### src/hw/rtl/kss_pkg.sv
// ----------------------------------------------------------------------------
// kss_pkg
// Shared types and constants of the key slot store: command codes, the
// request broadcast to the slot cells, the action bus and the scan token.
// ----------------------------------------------------------------------------
package kss_pkg;

    localparam int KSS_ENTRIES    = 16;
    localparam int KSS_NAME_BYTES = 8;
    localparam int KSS_DATA_BYTES = 32;

    localparam int KSS_IDX_W  = 8;
    localparam int KSS_CNT_W  = 9;
    localparam int KSS_APP_W  = 16;
    localparam int KSS_NAME_W = 64;
    localparam int KSS_DATA_W = 256;

    localparam logic [2:0] KSS_CMD_ADD      = 3'd0;
    localparam logic [2:0] KSS_CMD_GET_NAME = 3'd1;
    localparam logic [2:0] KSS_CMD_GET_IDX  = 3'd2;
    localparam logic [2:0] KSS_CMD_DELETE   = 3'd3;
    localparam logic [2:0] KSS_CMD_WIPE     = 3'd4;
    localparam logic [2:0] KSS_CMD_CLEAR    = 3'd5;
    localparam logic [2:0] KSS_CMD_PRELOAD  = 3'd6;
    localparam logic [2:0] KSS_CMD_NOP      = 3'd7;

    typedef struct packed {
        logic [2:0]            cmd;
        logic [KSS_APP_W-1:0]  app;
        logic [KSS_NAME_W-1:0] name;
        logic [KSS_IDX_W-1:0]  slot_idx;
        logic [KSS_CNT_W-1:0]  siu;
    } kss_req_t;

    typedef struct packed {
        logic                 clear;
        logic                 fill;
        logic                 free;
        logic                 locked;
        logic [KSS_IDX_W-1:0] idx;
    } kss_act_t;

    typedef struct packed {
        logic                  valid;
        logic                  match_ok;
        logic [KSS_IDX_W-1:0]  match_idx;
        logic                  match_locked;
        logic [KSS_NAME_W-1:0] match_name;
        logic                  free_ok;
        logic [KSS_IDX_W-1:0]  free_idx;
        logic                  idx_ok;
        logic                  idx_locked;
        logic [KSS_NAME_W-1:0] idx_name;
        logic [KSS_CNT_W-1:0]  freed;
    } kss_tok_t;

endpackage

### src/hw/rtl/kss_cell.sv
// ----------------------------------------------------------------------------
// kss_cell
// One key slot: used/owner/read-only marks and the name. Checks the passing
// scan token against its slot and hands the token on to the next cell.
// ----------------------------------------------------------------------------
module kss_cell #(
    parameter int CELL_IDX = 0
) (
    input  logic              aclk,
    input  logic              aresetn,
    input  kss_pkg::kss_req_t req,
    input  kss_pkg::kss_act_t act,
    input  kss_pkg::kss_tok_t tok_in,
    output kss_pkg::kss_tok_t tok_out
);

    localparam logic [kss_pkg::KSS_IDX_W-1:0] MY_IDX = kss_pkg::KSS_IDX_W'(CELL_IDX);

    logic                            used_reg;
    logic [kss_pkg::KSS_APP_W-1:0]   owner_reg;
    logic                            locked_reg;
    logic [kss_pkg::KSS_NAME_W-1:0]  name_reg;
    kss_pkg::kss_tok_t               tok_reg;
    kss_pkg::kss_tok_t               tok_next;
    logic                            active;
    logic                            owned;
    logic                            hit;
    logic                            wipe_me;
    logic                            target;

    assign active  = {1'b0, MY_IDX} < req.siu;
    assign owned   = active && used_reg && (owner_reg == req.app);
    assign hit     = owned && (name_reg == req.name);
    assign wipe_me = tok_in.valid && (req.cmd == kss_pkg::KSS_CMD_WIPE) && active
                     && used_reg && !locked_reg;
    assign target  = (act.idx == MY_IDX);

    always_comb begin
        tok_next = tok_in;
        if (!tok_in.match_ok && hit) begin
            tok_next.match_ok     = 1'b1;
            tok_next.match_idx    = MY_IDX;
            tok_next.match_locked = locked_reg;
            tok_next.match_name   = name_reg;
        end
        if (!tok_in.free_ok && active && !used_reg) begin
            tok_next.free_ok  = 1'b1;
            tok_next.free_idx = MY_IDX;
        end
        if (owned && (req.slot_idx == MY_IDX)) begin
            tok_next.idx_ok     = 1'b1;
            tok_next.idx_locked = locked_reg;
            tok_next.idx_name   = name_reg;
        end
        if (wipe_me) begin
            tok_next.freed = tok_in.freed + kss_pkg::KSS_CNT_W'(1);
        end
    end

    always_ff @(posedge aclk) begin
        if (!aresetn) begin
            used_reg   <= 1'b0;
            owner_reg  <= '0;
            locked_reg <= 1'b0;
            tok_reg    <= '0;
        end else begin
            tok_reg <= tok_next;
            priority if (act.clear) begin
                used_reg   <= 1'b0;
                owner_reg  <= '0;
                locked_reg <= 1'b0;
            end else if (wipe_me) begin
                used_reg  <= 1'b0;
                owner_reg <= '0;
            end else if (act.fill && target) begin
                used_reg   <= 1'b1;
                owner_reg  <= req.app;
                locked_reg <= act.locked;
            end else if (act.free && target) begin
                used_reg  <= 1'b0;
                owner_reg <= '0;
            end
        end
    end

    always_ff @(posedge aclk) begin
        if (act.fill && target && !act.clear) begin
            name_reg <= req.name;
        end
    end

    assign tok_out = tok_reg;

endmodule

### config.mk
export PLATFORM = sky130hd
export DESIGN_NAME = kss_cell
export DESIGN_NICKNAME = d
export VERILOG_FILES = /design/src/hw/rtl/kss_pkg.sv /design/src/hw/rtl/kss_cell.sv
export SDC_FILE = /design/constraint.sdc
export NUM_CORES = 1
export LEC_CHECK = 0
export BUFFER_PORTS_ARGS = -buffer_cell sky130_fd_sc_hd__buf_2
export CAP_MARGIN = 5
export CORE_ASPECT_RATIO = 0.5
export CORE_MARGIN = 3
export CORE_UTILIZATION = 30
export CTS_CLUSTER_DIAMETER = 150
export DETAILED_ROUTE_END_ITERATION = 12
export MAX_ROUTING_LAYER = met4
export PLACE_DENSITY = 0.6
export RECOVER_POWER = 50
export SLEW_MARGIN = 20
export SYNTH_ARGS = -nofsm -noshare
export SYNTH_HDL_FRONTEND = slang
export SYNTH_SLANG_ARGS = --single-unit
export TNS_END_PERCENT = 30
### constraint.sdc
create_clock -name aclk -period 4.75 [get_ports aclk]
set_clock_uncertainty 0.2 [all_clocks]
set_input_delay 0.475 -clock aclk [delete_from_list [all_inputs] [get_ports aclk]]
set_output_delay 0.475 -clock aclk [all_outputs]
set_load 0.005 [all_outputs]
=== After elaboration in Yosys (flattened, before gate mapping) ===
Index checks and enable logic that the tools add are counted.

* Divide/modulo/power cells: 0
* Equal/unequal tests: 3
* Order comparisons: 1
* Mux-type cells: 8
* Reductions and logical operators: 27
* Shifts and indexed selects: 0
* Add/sub/neg operators: 1
* $mul: 0
* Bitwise logic cells: 2

{| class="wikitable"
|+ Operators by type and width
! cell !! count
|-
| 74-bit 2-to-1 mux || 1
|-
| 66-bit 2-to-1 mux || 1
|-
| 64-bit == test || 1
|-
| 16-bit 2-to-1 mux || 2
|-
| 9-bit 2-to-1 mux || 2
|-
| 16-bit == test || 1
|-
| 8-bit logical NOT || 2
|-
| 1-bit logical AND || 14
|-
| 9-bit by 1-bit adder with 9-bit output (second input constant) || 1
|-
| 1-bit by 9-bit less-than comparator with 1-bit output (first input constant) || 1
|-
| 2-bit OR reduction || 3
|-
| 1-bit logical NOT || 5
|-
| 3-bit == test (second input constant) || 1
|-
| 3-bit OR reduction || 1
|-
| 1-bit 2-to-1 mux || 2
|-
| 1-bit inverter || 2
|-
| 2-bit AND reduction || 1
|-
| 2-bit nonzero test || 1
|}

* Output and inout port bits: 159
* Memory bits (read-only): 0
* Bits in latches: 0
* Memory bits (writable): 0
* Bits in registers: 241
* Memories: 0

=== Logic depth before layout (Yosys ltp) ===
* Word-level depth: 7
* Depth in mapped cells: 8
* Mapped depth without buffers: 6

=== Worst setup path before layout ===
Ideal clock, no wire load.

* Kind: in2reg
* From: input act[5] in the netlist's numbering
* To: register name_reg[0] in the netlist's numbering (enable)
* Buffers on the path: 2
* Slack: -0.468 ns
* Stages: 6
* Data required time: 4.055 ns
* Data arrival time: 4.523 ns
* Path through: or4_1 -> nor2_1 -> and2_1 -> buf_2 -> buf_2 -> nor2b_1

* Word-level cells in the longest chain between the ends: 3

{| class="wikitable"
|+ Ends and longest elaborated chain
! what !! line !! source
|-
| start, declared || kss_cell.sv:12 || <nowiki>input kss_pkg::kss_act_t act,</nowiki>
|-
| 8-bit logical NOT || kss_cell.sv:36 || <nowiki>assign target = (act.idx == MY_IDX);</nowiki>
|-
| 1-bit logical AND (2 in series) || kss_cell.sv:87 || <nowiki>if (act.fill && target && !act.clear) begin</nowiki>
|-
| end signal, assigned || kss_cell.sv:88 || <nowiki>name_reg <= req.name;</nowiki>
|-
| end, declared || kss_cell.sv:22 || <nowiki>logic [kss_pkg::KSS_NAME_W-1:0] name_reg;</nowiki>
|}

Every way passes these cells.
A chain may end at the register's enable or synchronous reset.

=== Final worst setup path ===
* From: input req[52] in the netlist's numbering
* To: register tok_reg (netlist bit tok_out[131])

* Word-level cells in the longest chain between the ends: 4

{| class="wikitable"
|+ Ends and longest elaborated chain
! what !! line !! source
|-
| start, declared || kss_cell.sv:11 || <nowiki>input kss_pkg::kss_req_t req,</nowiki>
|-
| 64-bit == test || kss_cell.sv:33 || <nowiki>assign hit = owned && (name_reg == req.name);</nowiki>
|-
| 1-bit logical AND || kss_cell.sv:33 ||
|-
| 1-bit logical AND || kss_cell.sv:40 || <nowiki>if (!tok_in.match_ok && hit) begin</nowiki>
|-
| 74-bit 2-to-1 mux || kss_cell.sv:40 ||
|-
| end signal, assigned || kss_cell.sv:67 || <nowiki>tok_reg <= tok_next;</nowiki>
|-
| end, declared || kss_cell.sv:23 || <nowiki>kss_pkg::kss_tok_t tok_reg;</nowiki>
|}

Every way passes these cells.

==> impl_results.md <==
* DRC viols at 0
* Slew Viols, Final at 0
* Post-Route WL at 37,300 um
* CTS root buf: clkbuf_16
* Setup_tns at 0 ns
* VDD IR max at 0.208 mV
* CP bufs+invs at 3
* Antenna violations before repair at 6
* Largest net degree at the start of global routing at 103
* Reg2Reg Setup Slack at 1.51 ns
* H-tree Lvls at 1
* Syn Inst Count at 907
* Worst slew pin tran at 0.929 ns
* Yosys cell types at 38
* HPWL Detailed at 27,100 um
* Slowest CP cell: buf_4
* Most frequent cells in the layout: nand2_1, buf_2, dlygate4sd3_1
* Worst path cell trace: dlygate4sd3_1, clkbuf_1, xnor2_1, nand4_1, nor4_1, nand2_1, nor4_4, buf_4, mux2i_1
* Rows at 45
* Synth warn at 0
* Post-CTS resize count at 0
* Mux contribution to synthesized area at 0.0682
* Top-area cell type share of the netlist area at 0.371
* Pre-Repair DR Iteration Count at 7
* Tcrit/Tclk final at 0.709
* Synthesized net count at 1,181
* Worst skew pair latency at 0.54 ns
* Run status: completed
* WP data arrival at 3.62 ns
* Max Fclk at 297 MHz
* RSZ-0062 raised after global routing: false
* CP max stage delay at 0.61 ns
* Number of port buffers at 431
* Drt wl/cell at 18.9 um
* Crit path depth at 9
* Max FFs per register at 159
* Pwr Density at 315 mW/mm^2
* Leakage power at 5.97 nW
* Boundary Pins at 432
* Simple-Gate Fraction of Synth Area at 0.172
* CTS tree: done
* Post-CTS Setup Inserts at 0
* Startpoint Class: input port
* Hold_buf cts at 204
* Global-route wire length before repair at 55,600 um
* R2R depth at 7
* Total Routing Usage GR at 0.216
* Max FO, Critical Path at 40
* Main area contributors after synthesis: dfxtp_1, edfxtp_1, nand2_1, mux2i_1, xnor2_1
* Vias per cell at 4.62
* CTS Buf Count at 24
* Final cell utilization of the core at 0.476
* Routed vias at 9,132
* Height of the die at 132 um
* Clock Tree Buf Depth at 3
* WP data required at 5.00 ns
* Synth Area in Compound Gates at 0.0708
* Number of DRC markers in iteration 0 at 612
* Share of layout cells above drive strength 1 at 0.203
* Design Area, Final at 0.0146 sq mm
* Async set or reset register ratio after synthesis at 0
* CP endpoint kind: flip-flop
* Max-cap check violation count at 0
* CTS clk-pin slew, worst paths at 0.07 ns
* Main flop type after synthesis: dfxtp_1
* XOR/XNOR share of the synthesized area at 0.0807
* Mean post-synth cell area at 10.5 sq um
* Post-DP Area at 0.0120 sq mm
* Number of synthesized flops with an enable pin at 64
* Area grow syn2layout at 53.4%
* Cell accounting for the most synthesized area: dfxtp_1
* Total gr overflow at 0
* HP Class: in -> reg
* Post-synthesis adder-cell area fraction at 0.00131
* Die ar. at 0.0341 sq mm
* Placer congestion estimate at 0.884
* Vias in the first global route at 9,563
* Die X at 258 um
* CORE AREA at 0.0308 sq mm
* Yosys reg bits at 241
* End of the critical path: tok_out[131]
* Critical path type: in -> reg
* Critical path startpoint: req[52]
* Final-layout fill cell count at 2,965
* Commonest non-fill, non-tap cell in the layout: nand2_1
* R2r endpoint: tok_out[131]
* Post-Syn Area at 0.00955 sq mm
* Final setup fails at 0
* Main combinational cell family by area after synthesis: simple AND/OR/NAND/NOR gates
* Antenna Nets Post-Route at 0
* CTS sink count at 241
* Max-slew headroom at 0.381
* Delay-heaviest family, CP: buffers and inverters
* Hold Fails Final Rpt at 0
* R2R Path Start: name_reg[35]
* Register area share after synthesis at 0.572
* # nets final at 1,802
* Initial Utilization at 0.310
* Minimum clock period at 3.37 ns
* Min Hold Slack at 0.0155 ns
-- worst min-delay path, cell delays in order --
cell and delay (ns):
buf_2 0.10, nand2_1 0.05, mux2i_1 0.06
-- metal layers --
| metal | GRT usage | vias up | wire (um) |
|---|---|---|---|
| li1 | - | 4294 | - |
| met4 | 0.0688 | 0 | 1120 |
| met5 | - | - | 0 |
| met3 | 0.0280 | 89 | 1350 |
| met1 | 0.259 | 4508 | 15400 |
| met2 | 0.378 | 241 | 19400 |
-- report_power, final --
group          total (mW)  switching [mW]  internal, mW
clock                1.89           0.828          1.07
sequential           2.20          0.0242          2.18
combinational       0.512           0.225         0.287
-- final cells by class --
class / instances / area (sq um) / area share
repair buffers: 646 / 4080 / 0.279
multi-input cells: 614 / 3770 / 0.258
clock buffers: 34 / 688 / 0.0470
diodes: 7 / 17.5 / 0.00120
flip-flops and latches: 241 / 5470 / 0.373
clock inverters: 10 / 85.1 / 0.00581
well taps: 423 / 529 / 0.0361
inverters: 1 / 3.75 / 0.000256
-- cells in the mapped netlist (2+ instances only) --
master,instances
edfxtp_1,64
a22oi_1,16
xnor2_1,74
nor4_2,3
buf_12,7
clkbuf_1,30
and3b_1,8
a21boi_1,65
o21a_1,3
and4b_1,2
buf_2,10
and3_1,4
or4_1,2
dfxtp_1,177
nor2b_1,2
nand4_1,21
nor2_1,23
nor4_1,8
and4_1,2
buf_1,3
nor3_1,2
and2_1,19
nand2_1,270
xor2_1,14
mux2i_1,65
-- cells by family (layout without fill, tap and decap cells) --
family          Yosys count  in the layout
compound gates           90             90
xor+xnor                 88             88
other cells               0              7
simple gates            370            370
mux                      65             65
flops                   241            241
fa+ha+maj                 1              1
buf+inv                  52            691
-- through the flow --
| step | power (mW) | instances | setup slack (ns) |
|---|---|---|---|
| after CTS | 4.67 | 1969 | 1.42 |
| after global placement | 2.62 | 1721 | 1.49 |
| final | 4.61 | 1976 | 1.38 |
| after floorplan | 2.38 | 907 | 0.749 |
| after detailed placement | 2.63 | 1721 | 1.45 |
| after global routing | 4.78 | 1975 | 1.29 |
-- worst min-delay path by stage --
| stage | to | cells after the start | slack [ns] | from |
|---|---|---|---|---|
| 3_5_place_dp | owner_reg[7] | 2 | 0.31 | owner_reg[7] |
| 3_3_place_gp | owner_reg[13] | 2 | 0.30 | owner_reg[13] |
| 5_1_grt | tok_out[98] | 3 | 0.01 | tok_in[98] |
| 4_1_cts | tok_out[131] | 3 | 0.003 | tok_in[131] |
| 2_1_floorplan | tok_out[73] | 2 | 0.26 | locked_reg |
| 6_report | tok_out[98] | 3 | 0.02 | tok_in[98] |
Note: power is estimated with default switching activity, not from simulation.
